===== src/rtl/ngm_pkg.sv =====
// ----------------------------------------------------------------------------
// ngm_pkg: shared types and constants of the node guard monitor
// Result record, event codes, register indexes and bus identifiers.
// ----------------------------------------------------------------------------
package ngm_pkg;

	// Remote nodes with their own stamps, mask bits and assignment words.
	localparam int REMOTE_NODES = 4;
	localparam int NODE_W       = (REMOTE_NODES > 1) ? $clog2(REMOTE_NODES) : 1;

	// Configuration register indexes.
	localparam logic [2:0] REG_OWN_NODE_ID    = 3'd0;
	localparam logic [2:0] REG_LOCAL_GUARD_MS = 3'd1;
	localparam logic [2:0] REG_LOCAL_LIFE     = 3'd2;
	localparam logic [2:0] REG_HEARTBEAT      = 3'd3;
	localparam logic [2:0] REG_GUARD_MASK     = 3'd4;
	localparam logic [2:0] REG_ASSIGN_LOW     = 3'd5;
	localparam logic [2:0] REG_ASSIGN_HIGH    = 3'd6;

	// Bus identifiers and codes.
	localparam logic [10:0] COB_GUARD_BASE = 11'h700;
	localparam logic [10:0] COB_EMCY_BASE  = 11'h080;
	localparam logic [15:0] EMCY_LIFEGUARD = 16'h8130;
	localparam logic [15:0] MS_TO_US       = 16'd1000;

	typedef enum logic [2:0] {
		EV_NONE          = 3'd0,
		EV_REPLY         = 3'd1,
		EV_ALIVE         = 3'd2,
		EV_REMOTE_STATE  = 3'd3,
		EV_LOCAL_EXPIRY  = 3'd4,
		EV_REMOTE_EXPIRY = 3'd5,
		EV_RTR_REQUEST   = 3'd6
	} event_kind_t;

	typedef struct packed {
		logic [15:0] emcy_code;
		logic [2:0]  remote_index;
		logic [7:0]  tx_byte;
		logic [10:0] tx_cob_id;
		logic        status_code;
		event_kind_t event_kind;
	} result_t;

	// State code carried in a guard reply for each device mode.
	function automatic logic [6:0] nmt_state_code(input logic [1:0] mode);
		logic [6:0] code;
		unique case (mode)
			2'd0: code = 7'd0;
			2'd1: code = 7'd127;
			2'd2: code = 7'd5;
			default: code = 7'd4;
		endcase
		return code;
	endfunction

endpackage


===== src/rtl/node_guard_monitor.sv =====
// ----------------------------------------------------------------------------
// node_guard_monitor: node guarding for one device and its remote nodes
// Answers guard requests, records remote states and checks life times.
// ----------------------------------------------------------------------------
//
// Channel      Direction  Transfer when               Carries
// s_axis_*     in         s_axis_tvalid & tready      one CAN frame or one tick
// m_axis_*     out        m_axis_tvalid & tready      one result, tlast on final
// cfg_*        in         cfg_we high                 one register write
//
// A received frame passes through decode and the finish state to its result
// in the output register. A tick outside init steps through decode, three
// states for the local life time, four per remote node (a node that is not
// guarded takes one), then one to close the run. They use the single 32x16
// multiplier and the single subtract-and-compare unit that all period checks
// share, one operation each per cycle unless the sequencer waits. Reset is
// asynchronous and clears all stamps, the toggle and the alive flag. The
// sequencer waits on a new result while one pends and the output is blocked.
module node_guard_monitor
	import ngm_pkg::*;
(
	input  logic        clk,
	input  logic        arst_n,

	input  logic        s_axis_tvalid,
	output logic        s_axis_tready,
	// now_us[31:0], frame_cob_id[42:32], frame_is_rtr[43], frame_length[47:44],
	// frame_byte0[55:48], nmt_mode[57:56], zero fill [63:58]
	input  logic [63:0] s_axis_tdata,
	// action[0]: 0 received frame, 1 timer tick
	input  logic        s_axis_tuser,

	output logic        m_axis_tvalid,
	input  logic        m_axis_tready,
	// status_code[0], tx_cob_id[11:1], tx_byte[19:12], remote_index[22:20],
	// emcy_code[38:23], zero fill [39]
	output logic [39:0] m_axis_tdata,
	// event_kind[2:0]
	output logic [2:0]  m_axis_tuser,
	output logic        m_axis_tlast,

	input  logic        cfg_we,
	input  logic [2:0]  cfg_addr,
	input  logic [63:0] cfg_wdata
);

	typedef enum logic [3:0] {
		ST_IDLE,
		ST_DECODE,
		ST_L_MUL1,
		ST_L_MUL2,
		ST_L_CMP,
		ST_N_MUL1,
		ST_N_MUL2,
		ST_N_RESP,
		ST_N_REQ,
		ST_FINISH
	} state_t;

	state_t state_q;

	// Configuration registers.
	logic [6:0]   own_id_q;
	logic [15:0]  guard_ms_q;
	logic [7:0]   life_q;
	logic         heartbeat_q;
	logic [3:0]   mask_q;
	logic [127:0] assign_q;

	// Guarding state.
	logic        toggle_q;
	logic        alive_q;
	logic [31:0] local_stamp_q;
	logic [31:0] resp_stamp_q [REMOTE_NODES];
	logic [31:0] req_stamp_q  [REMOTE_NODES];

	// Captured input item.
	logic        action_q;
	logic [31:0] now_q;
	logic [10:0] cob_q;
	logic        rtr_q;
	logic [3:0]  len_q;
	logic [7:0]  byte0_q;
	logic [1:0]  mode_q;

	// Sequencer datapath.
	logic [NODE_W-1:0] node_q;
	logic [31:0]       prod_q;
	logic              gfnz_q;
	logic              rfnz_q;
	result_t           pend_q;
	logic              pend_valid_q;
	result_t           out_q;
	logic              out_valid_q;
	logic              out_last_q;

	logic s_fire;
	logic out_free;
	assign s_fire   = s_axis_tvalid && s_axis_tready;
	assign out_free = !out_valid_q || m_axis_tready;

	// Current remote node's assignment word: guard ms in 31:16, factor in 15:8.
	logic [31:0] word;
	logic [15:0] node_gt;
	logic [7:0]  node_life;
	logic [2:0]  node_num;
	assign word      = assign_q[node_q*32 +: 32];
	assign node_gt   = word[31:16];
	assign node_life = word[15:8];
	assign node_num  = 3'(node_q) + 3'd1;

	// Shared multiplier: only the low 32 bits of each product are kept.
	logic [31:0] mul_a;
	logic [15:0] mul_b;
	logic [47:0] mul_full;
	always_comb begin
		unique case (state_q)
			ST_L_MUL1: mul_a = {16'd0, guard_ms_q};
			ST_N_MUL1,
			ST_N_RESP: mul_a = {16'd0, node_gt};
			default:   mul_a = prod_q;
		endcase
		unique case (state_q)
			ST_L_MUL1: mul_b = {8'd0, life_q};
			ST_N_MUL1: mul_b = {8'd0, node_life};
			default:   mul_b = MS_TO_US;
		endcase
	end
	assign mul_full = mul_a * mul_b;

	// Shared elapsed-time compare against the period in prod_q.
	logic [31:0] cmp_stamp;
	logic [31:0] elapsed;
	logic        late;
	always_comb begin
		unique case (state_q)
			ST_L_CMP:  cmp_stamp = local_stamp_q;
			ST_N_RESP: cmp_stamp = resp_stamp_q[node_q];
			default:   cmp_stamp = req_stamp_q[node_q];
		endcase
	end
	assign elapsed = now_q - cmp_stamp;
	assign late    = elapsed > prod_q;

	// A result found in a compare state; it waits in the pending slot until
	// it is known whether another result follows it.
	logic    emit_now;
	logic    stall;
	result_t new_res;
	always_comb begin
		emit_now = 1'b0;
		new_res  = '{event_kind: EV_NONE, default: '0};
		unique case (state_q)
			ST_L_CMP: begin
				emit_now          = gfnz_q && alive_q && late;
				new_res.event_kind = EV_LOCAL_EXPIRY;
				new_res.tx_cob_id  = COB_EMCY_BASE + {4'd0, own_id_q};
				new_res.emcy_code  = EMCY_LIFEGUARD;
			end
			ST_N_RESP: begin
				emit_now            = rfnz_q && late;
				new_res.event_kind   = EV_REMOTE_EXPIRY;
				new_res.tx_cob_id    = COB_EMCY_BASE + {4'd0, own_id_q};
				new_res.tx_byte      = 8'd1;
				new_res.remote_index = node_num;
				new_res.emcy_code    = EMCY_LIFEGUARD;
			end
			ST_N_REQ: begin
				emit_now            = rfnz_q && late;
				new_res.event_kind   = EV_RTR_REQUEST;
				new_res.tx_cob_id    = COB_GUARD_BASE + {8'd0, node_num};
				new_res.remote_index = node_num;
			end
			default: begin
				emit_now = 1'b0;
			end
		endcase
	end
	assign stall = emit_now && pend_valid_q && !out_free;

	// The output register takes a result when the run closes or when a new
	// result pushes the pending one out.
	logic out_load;
	assign out_load = ((state_q == ST_FINISH) && out_free) ||
		(emit_now && !stall && pend_valid_q);

	// Frame decode: the own guard request, or a state report from a node.
	logic       own_request;
	logic [6:0] frame_node;
	logic       node_bad;
	assign own_request = rtr_q && (cob_q == (COB_GUARD_BASE + {4'd0, own_id_q}));
	assign frame_node  = cob_q[6:0];
	assign node_bad    = (frame_node == 7'd0) || (frame_node > 7'(REMOTE_NODES));

	result_t frame_res;
	result_t reject_res;
	result_t quiet_res;
	always_comb begin
		reject_res             = '{event_kind: EV_NONE, default: '0};
		reject_res.status_code = 1'b1;
		quiet_res              = '{event_kind: EV_NONE, default: '0};
		frame_res              = reject_res;
		if (len_q == 4'd1) begin
			if (own_request) begin
				frame_res = quiet_res;
				if (heartbeat_q) begin
					frame_res.event_kind = EV_ALIVE;
				end else begin
					frame_res.event_kind = EV_REPLY;
					frame_res.tx_cob_id  = COB_GUARD_BASE + {4'd0, own_id_q};
					frame_res.tx_byte    = {toggle_q, nmt_state_code(mode_q)};
				end
			end else if (!node_bad) begin
				frame_res              = quiet_res;
				frame_res.event_kind   = EV_REMOTE_STATE;
				frame_res.tx_byte      = {1'b0, byte0_q[6:0]};
				frame_res.remote_index = frame_node[2:0];
			end
		end
	end

	logic last_node;
	assign last_node = (node_q == NODE_W'(REMOTE_NODES - 1));

	// The input item is held while the sequencer works on it.
	always_ff @(posedge clk) begin
		if (s_fire) begin
			action_q <= s_axis_tuser;
			now_q    <= s_axis_tdata[31:0];
			cob_q    <= s_axis_tdata[42:32];
			rtr_q    <= s_axis_tdata[43];
			len_q    <= s_axis_tdata[47:44];
			byte0_q  <= s_axis_tdata[55:48];
			mode_q   <= s_axis_tdata[57:56];
		end
	end

	always_ff @(posedge clk or negedge arst_n) begin
		if (!arst_n) begin
			state_q       <= ST_IDLE;
			own_id_q      <= 7'd1;
			guard_ms_q    <= '0;
			life_q        <= '0;
			heartbeat_q   <= 1'b0;
			mask_q        <= '0;
			assign_q      <= '0;
			toggle_q      <= 1'b0;
			alive_q       <= 1'b0;
			local_stamp_q <= '0;
			for (int i = 0; i < REMOTE_NODES; i++) begin
				resp_stamp_q[i] <= '0;
				req_stamp_q[i]  <= '0;
			end
			node_q        <= '0;
			prod_q        <= '0;
			gfnz_q        <= 1'b0;
			rfnz_q        <= 1'b0;
			pend_q        <= '{event_kind: EV_NONE, default: '0};
			pend_valid_q  <= 1'b0;
			out_q         <= '{event_kind: EV_NONE, default: '0};
			out_valid_q   <= 1'b0;
			out_last_q    <= 1'b0;
		end else begin
			if (cfg_we) begin
				case (cfg_addr)
					REG_OWN_NODE_ID:    own_id_q    <= cfg_wdata[6:0];
					REG_LOCAL_GUARD_MS: guard_ms_q  <= cfg_wdata[15:0];
					REG_LOCAL_LIFE:     life_q      <= cfg_wdata[7:0];
					REG_HEARTBEAT:      heartbeat_q <= cfg_wdata[0];
					REG_GUARD_MASK:     mask_q      <= cfg_wdata[3:0];
					REG_ASSIGN_LOW:     assign_q[63:0]   <= cfg_wdata;
					REG_ASSIGN_HIGH:    assign_q[127:64] <= cfg_wdata;
					default: ;
				endcase
			end

			if (out_load) begin
				out_valid_q <= 1'b1;
			end else if (m_axis_tready) begin
				out_valid_q <= 1'b0;
			end

			unique case (state_q)
				ST_IDLE: begin
					if (s_fire) begin
						state_q <= ST_DECODE;
					end
				end
				ST_DECODE: begin
					if (!action_q) begin
						pend_q       <= frame_res;
						pend_valid_q <= 1'b1;
						state_q      <= ST_FINISH;
						if (len_q == 4'd1) begin
							if (own_request) begin
								alive_q       <= 1'b1;
								local_stamp_q <= now_q;
								if (!heartbeat_q) begin
									toggle_q <= !toggle_q;
								end
							end else if (!node_bad) begin
								resp_stamp_q[NODE_W'(frame_node - 7'd1)] <= now_q;
							end
						end
					end else if (mode_q == 2'd0) begin
						pend_q       <= reject_res;
						pend_valid_q <= 1'b1;
						state_q      <= ST_FINISH;
					end else begin
						state_q <= ST_L_MUL1;
					end
				end
				ST_L_MUL1: begin
					prod_q  <= mul_full[31:0];
					state_q <= ST_L_MUL2;
				end
				ST_L_MUL2: begin
					prod_q  <= mul_full[31:0];
					gfnz_q  <= (prod_q != '0);
					state_q <= ST_L_CMP;
				end
				ST_L_CMP: begin
					if (!stall) begin
						if (emit_now) begin
							alive_q <= 1'b0;
						end
						node_q  <= '0;
						state_q <= ST_N_MUL1;
					end
				end
				ST_N_MUL1: begin
					if (mask_q[node_q]) begin
						prod_q  <= mul_full[31:0];
						state_q <= ST_N_MUL2;
					end else if (last_node) begin
						state_q <= ST_FINISH;
					end else begin
						node_q <= node_q + 1'b1;
					end
				end
				ST_N_MUL2: begin
					prod_q  <= mul_full[31:0];
					rfnz_q  <= (prod_q != '0);
					state_q <= ST_N_RESP;
				end
				ST_N_RESP: begin
					if (!stall) begin
						// Request interval in the multiplier while we compare.
						prod_q <= mul_full[31:0];
						if (emit_now) begin
							resp_stamp_q[node_q] <= now_q;
						end
						state_q <= ST_N_REQ;
					end
				end
				ST_N_REQ: begin
					if (!stall) begin
						if (emit_now) begin
							req_stamp_q[node_q] <= now_q;
						end
						if (last_node) begin
							state_q <= ST_FINISH;
						end else begin
							node_q  <= node_q + 1'b1;
							state_q <= ST_N_MUL1;
						end
					end
				end
				ST_FINISH: begin
					if (out_free) begin
						out_q        <= pend_valid_q ? pend_q : quiet_res;
						out_last_q   <= 1'b1;
						pend_valid_q <= 1'b0;
						state_q      <= ST_IDLE;
					end
				end
				default: begin
					state_q <= ST_IDLE;
				end
			endcase

			// A new result displaces the pending one, which is then known
			// not to be the last of the run.
			if (emit_now && !stall) begin
				if (pend_valid_q) begin
					out_q       <= pend_q;
					out_last_q  <= 1'b0;
				end
				pend_q       <= new_res;
				pend_valid_q <= 1'b1;
			end
		end
	end

	assign s_axis_tready = (state_q == ST_IDLE);
	assign m_axis_tvalid = out_valid_q;
	assign m_axis_tlast  = out_last_q;
	assign m_axis_tuser  = out_q.event_kind;
	assign m_axis_tdata  = {1'b0, out_q.emcy_code, out_q.remote_index, out_q.tx_byte,
		out_q.tx_cob_id, out_q.status_code};

`ifndef ASSERT_OFF
	a_fire_decodes: assert property (@(posedge clk) disable iff (!arst_n)
		s_fire |=> state_q == ST_DECODE)
		else $error("accepted item did not enter decode");

	a_idle_no_pending: assert property (@(posedge clk) disable iff (!arst_n)
		state_q == ST_IDLE |-> !pend_valid_q)
		else $error("pending result left behind in idle");

	a_alive_from_frame: assert property (@(posedge clk) disable iff (!arst_n)
		$rose(alive_q) |-> $past(state_q) == ST_DECODE)
		else $error("alive flag set outside frame decode");

	a_stall_holds: assert property (@(posedge clk) disable iff (!arst_n)
		stall |=> state_q == $past(state_q) && node_q == $past(node_q))
		else $error("sequencer moved while the output was blocked");
`endif

endmodule


===== config.mk =====
export PLATFORM = sky130hd
export DESIGN_NAME = node_guard_monitor
export DESIGN_NICKNAME = d
export VERILOG_FILES = /design/src/rtl/ngm_pkg.sv /design/src/rtl/node_guard_monitor.sv
export SDC_FILE = /design/constraint.sdc
export NUM_CORES = 1
export LEC_CHECK = 0
export BUFFER_PORTS_ARGS = -buffer_cell sky130_fd_sc_hd__buf_2
export CORE_MARGIN = 2
export CORE_UTILIZATION = 50
export CTS_CLUSTER_SIZE = 10
export DETAILED_ROUTE_END_ITERATION = 10
export PLACE_DENSITY = 0.7
export SYNTH_ARGS = -nofsm -noshare
export SYNTH_HDL_FRONTEND = slang
export SYNTH_SLANG_ARGS = --single-unit

===== constraint.sdc =====
create_clock -name clk -period 7.5 [get_ports clk]
set_input_delay 0.375 -clock clk [delete_from_list [all_inputs] [get_ports clk]]
set_output_delay 0.375 -clock clk [all_outputs]
set_load 0.005 [all_outputs]

### Yosys cells after proc, flatten, opt, wreduce, memory -nomap -nowiden

Cells that the tools add are included.

| operators by class | value |
|---|---|
| $add $sub $neg | 7 |
| multiply operators | 1 |
| divide/modulo/power cells | 0 |
| magnitude comparators | 7 |
| eq/ne operators | 38 |
| shift-type cells | 1 |
| muxes and demuxes | 82 |
| bitwise gates (word level) | 5 |
| reduce and logical (&&, ||, !) cells | 52 |

Operators by type and width:

| kind | number |
|---|---|
| $mux 128 | 6 |
| $bwmux 128 | 3 |
| $mux 42 | 9 |
| $mux 32 | 8 |
| $pmux 128 s2 | 1 |
| $bmux 32 s2 | 2 |
| $demux 32 s2 | 2 |
| $pmux 32 s2 | 2 |
| $shiftx 128x8->32 | 1 |
| $pmux 32 s3 | 1 |
| $mux 26 | 3 |
| $mux 4 | 10 |
| $pmux 4 s10 | 1 |
| $gt 32x32->1 | 1 |
| $mul 32x16->32 | 1 |
| $reduce_bool 32->1 | 1 |
| $sub 32x32->32 | 1 |
| $ne 2x2->1 const B | 13 |
| $pmux 11 s2 | 1 |
| $pmux 7 s3 | 1 |
| $pmux 10 s2 | 1 |
| $mux 19 | 1 |
| $mux 1 | 17 |
| $eq 4x3->1 const B | 4 |
| other kinds (50) | 102 |

| word-level totals | value |
|---|---|
| register bits | 639 |
| latch bits | 0 |
| memory bits (writable) | 0 |
| ROM bits | 0 |
| bits of input ports | 137 |
| output and inout bits | 46 |
| memories | 0 |

### Depth between registers and ports, before layout

| depth | value |
|---|---|
| depth in word-level cells | 16 |
| mapped depth | 32 |
| gate-level depth less buffers | 27 |

### Worst setup path before layout

Ideal clock, no wire load.

| path | value |
|---|---|
| path type | flip-flop to flip-flop |
| start point | reg state_q[2] |
| end point | reg prod_q[31] |
| library setup time | 0.128 ns |
| arrival time | 6.887 ns |
| data required time | 7.372 ns |
| path slack | 0.485 ns |
| stages on the path, launching flop included | 31 |
| buffers on the path | 4 |
| cell sequence | dfrtp_1 -> buf_2 -> nor2b_1 -> clkbuf_1 -> nand2_1 -> nor2_1 -> or2_2 -> clkbuf_1 -> nand2_1 -> a21oi_1 -> clkbuf_1 -> nor2_1 -> fa_1 -> inv_1 -> fa_1 -> inv_1 -> fa_1 -> fa_1 -> inv_1 -> fa_1 -> inv_1 -> ha_1 -> a21o_1 -> a21o_1 -> a221oi_1 -> o32ai_1 -> nor2_1 -> nor2_1 -> a221o_1 -> xnor2_1 -> o21ai_0 |

| on the way | value |
|---|---|
| cells in the longest elaborated chain, start to end | 10 |

RTL lines:

| item | RTL line | RTL |
|---|---|---|
| start: declaration | node_guard_monitor.sv:60 | `state_t state_q;` |
| start signal: assignment | node_guard_monitor.sv:240 | `state_q <= ST_IDLE;` |
| start signal: assignment | node_guard_monitor.sv:286 | `state_q <= ST_DECODE;` |
| start signal: assignment | node_guard_monitor.sv:293 | `state_q <= ST_FINISH;` |
| $eq 4x3->1 (on tied branches) | n/a |  |
| $pmux 32 s2 | node_guard_monitor.sv:136 | `unique case (state_q)` |
| $sub 32x32->32 | node_guard_monitor.sv:142 | `assign elapsed = now_q - cmp_stamp;` |
| $gt 32x32->1 | node_guard_monitor.sv:143 | `assign late = elapsed > prod_q;` |
| $logic_and 1x1->1 (on tied branches) | node_guard_monitor.sv:161, node_guard_monitor.sv:169, node_guard_monitor.sv:155 |  |
| $pmux 1 s2 | node_guard_monitor.sv:153 | `unique case (state_q)` |
| $logic_and 1x1->1 (2 in a row) | node_guard_monitor.sv:179 | `assign stall = emit_now && pend_valid_q && !out_free;` |
| $ne 2x2->1 (no line) | n/a |  |
| $reduce_and 3->1 (no line) | n/a |  |
| end signal: assignment | node_guard_monitor.sv:314 | `prod_q <= mul_full[31:0];` |
| end signal: assignment | node_guard_monitor.sv:318 | `prod_q <= mul_full[31:0];` |
| end signal: assignment | node_guard_monitor.sv:333 | `prod_q <= mul_full[31:0];` |
| end: declaration | node_guard_monitor.sv:88 | `logic [31:0] prod_q;` |

Several ways; a longest one is shown, not always the timed one. The select of a mux whose other input is x is not followed.
A chain may end at the register's enable or synchronous reset.

### Worst setup path after layout

| path | value |
|---|---|
| start point | reg state_q[2] |
| end point | reg prod_q[1] |

The elaborated chain is that of the path after synthesis.

==> impl_metrics.yaml <==
run_status:
  status: "completed"
final_layout:
  final_common_cell: "dfrtp_1"
  regArea_um2: 15100
  drive_above_1_share_pct: 24.3
  area_growth_pct: 16.1
  final_cell_area_um2: 40800
  final_cell_mix: "dfrtp_1, nand2_1, inv_1"
  multi_input_area_um2: 18500
  num-nets-final: 3765
  fillers: 5665
worst_setup_path:
  crit_required_ps: 8000
  path_class: "flop to flop"
  reg2reg_from: "state_q[2]$_DFFE_PN0P_"
  reg2reg_slack_ps: 330
  crit_top_cell: "buf_4"
  arrival_ps: 7670
  crit_family: "compound AO/OA/AOI/OAI gates"
  crit_cells: 27
  worst_setup_path_start_kind: "flop"
  rr_worst_depth: 27
  crit_slowest_cell: "dfrtp_1"
  end_kind: "flop"
  r2r-end: "prod_q[1]$_DFFE_PN0P_"
  crit_start: "state_q[2]$_DFFE_PN0P_"
  worstSetupEndpoint: "prod_q[1]$_DFFE_PN0P_"
  max_stage_delay_ps: 410
  worst-path-buf-inv: 5
  cp_max_fo: 61
clocking:
  root_buffer: "clkbuf_16"
  clk_pin_slew_ps: 60
  clock_latency_ps: 630
  clockBufferDepth: 3
  htree_levels: 3
  cts_tree: "done"
  cts_inserted_buffers: 70
  clock_sinks: 590
floorplan:
  num_rows: 97
  core_area_um2: 69800
  die_y_um: 269
  die_w_um: 269
  dieArea_um2: 72400
  initial_core_util_pct: 50.3
  boundaryPins: 183
drt:
  wl_per_cell_um: 20.9
  first_pass_iters: 5
  drc_errors: 0
  dr.first_iter.drc_count: 1674
  vias: 24014
  antenna_left: 0
  avgViaCountPerCell: 5.59
  finalWirelength_mm: 89.9
timing:
  hold_viol_final: 0
  relSlewSlack_pct: 29.2
  clock.fmax_mhz: 140
  setup_tns_ps: 0
  setup_viol: 0
  maxSlewViolCount: 0
  fin_skew_ps: 31.4
  worst_pin_slew_ps: 1050
  setup_ws_ps: 334
  rsz0062_at_grt: "false"
  period_needed_ps: 7170
  min_period_over_period_pct: 95.5
job:
  cap_violations: 0
global_routing:
  grt_max_degree: 185
  grtUsageTotal_pct: 25.7
  antenna_found_initial: 4
  first_global_vias: 25923
  grt_pass1_wl_mm: 144
  overflow: 0
worst_hold_path:
  hold_class: "input pin to flop"
  holdPathStages: 2
logic_synthesis:
  netlist_area_um2: 35100
  synth_top_flop_cell: "dfrtp_1"
  synthCells: 2953
  async_flop_share_pct: 90.2
  ys_types: 77
  synth_warnings: 0
  syn_area_per_cell_um2: 11.9
  ys_seq_area_share_pct: 42.9
  ys_seq_elements: 590
  synth_edf_count: 58
placed_design:
  dp_slack_ps: 103
  dp_hpwl_mm: 64.4
  io_buffers: 166
  place_area_um2: 37700
  gp_congestion: 0.964
-- synthesized netlist by cell type, drive strengths merged, types with 5 or more instances --
cell type	count	share of area (%)
or2	9	0.16
o21a	22	0.47
a221oi	13	0.32
clkbuf	76	0.81
o21ai	100	1.4
a22oi	16	0.34
a21oi	116	1.7
nand4	9	0.16
inv	318	3.4
o21bai	10	0.21
nor2	135	1.5
and3	18	0.32
nor2b	10	0.18
nand2	332	3.6
xor2	26	0.65
a31oi	10	0.18
edfxtp	58	5.0
and2	24	0.43
a21o	23	0.49
ha	115	4.1
nor4	14	0.27
or3	6	0.11
mux4	88	5.6
a22o	39	0.97
nor3b	5	0.11
a211oi	11	0.25
nand2b	12	0.21
o22ai	7	0.12
dfrtp	531	38
fa	199	11
nand3	25	0.36
o31ai	7	0.15
mux2	388	13
buf	52	1.0
o211ai	7	0.15
nor3	17	0.24
o31a	6	0.15
xnor2	47	1.2
-- cell families after synthesis --
| group | Yosys count | synth area share (%) |
|---|---|---|
| buffers and inverters | 446 | 5.22 |
| flip-flops | 590 | 42.9 |
| AO/OA/AOI/OAI | 420 | 7.77 |
| other | 2 | 0.0214 |
| multiplexers | 479 | 18.8 |
| AND/OR/NAND/NOR | 629 | 8.01 |
| adder cells (fa/ha/maj) | 314 | 15.4 |
| XOR/XNOR | 73 | 1.82 |
-- sequential cells by signal, summed over array words and instances, names as in the netlist, 16 cells and up --
name           flops
req_stamp_q      128
resp_stamp_q     128
assign_q          96
m_axis_tdata      39
local_stamp_q     32
now_q             32
prod_q            32
pend_q            25
guard_ms_q        16
-- worst min-delay path by stage --
stage                                                to                     startpoint  slack (ps)
after floorplan                     alive_q$_DFFE_PN0P_                         arst_n          80
after CTS                      assign_q[82]$_DFFE_PN0P_                  cfg_wdata[18]           3
after global placement    local_stamp_q[27]$_DFFE_PN0P_  local_stamp_q[27]$_DFFE_PN0P_         450
after global routing          assign_q[122]$_DFFE_PN0P_                  cfg_wdata[58]          20
after detailed placement  local_stamp_q[23]$_DFFE_PN0P_  local_stamp_q[23]$_DFFE_PN0P_         460
final                          assign_q[82]$_DFFE_PN0P_                  cfg_wdata[18]          20
-- stage by stage --
step | hold WS [ps] | utilization (%) | cells
floorplan | 79.4 | - | 3005
global placement | 449 | 54.1 | 4081
detailed placement | 456 | 54.1 | 4081
CTS | 3.09 | 58.3 | 4284
global route | 17.7 | 58.4 | 4292
finish | 18.9 | 58.4 | 4293
-- routing by layer --
metal | global-route usage (%) | wire length (µm)
met4 | 10.0 | 3290
met3 | 3.47 | 4350
met2 | 44.7 | 45700
met5 | 0 | 0
met1 | 32.7 | 36600
-- area by class of cell --
type                            count  share of cell area (%)
Clock inverter                     11                   0.282
Timing Repair Buffer              365                    7.02
Inverter                          318                    2.93
Antenna cell                        4                  0.0245
Tap cell                          940                    2.88
Sequential cell                   590                    36.9
Clock buffer                       96                    4.56
Multi-Input combinational cell   1969                    45.4
-- timing repair --
item,CTS,global route
resized for setup,0,6
setup buffers,0,5
hold buffers,96,0
hold endpoints to repair,248,0
endpoints found under the setup margin,0,354
-- worst register-to-register path, delay by kind of cell, from the launching register on --
kind	cells	cell delay [ps]
buf+inv	5	1270
xor+xnor	1	150
flops	1	410
compound gates	12	3070
simple gates	6	1080
mux	1	390
fa+ha+maj	2	690
Power is left out: the tool's default activity adds up to more than one toggle a clock period on the data nets, which glitch-free logic cannot reach.
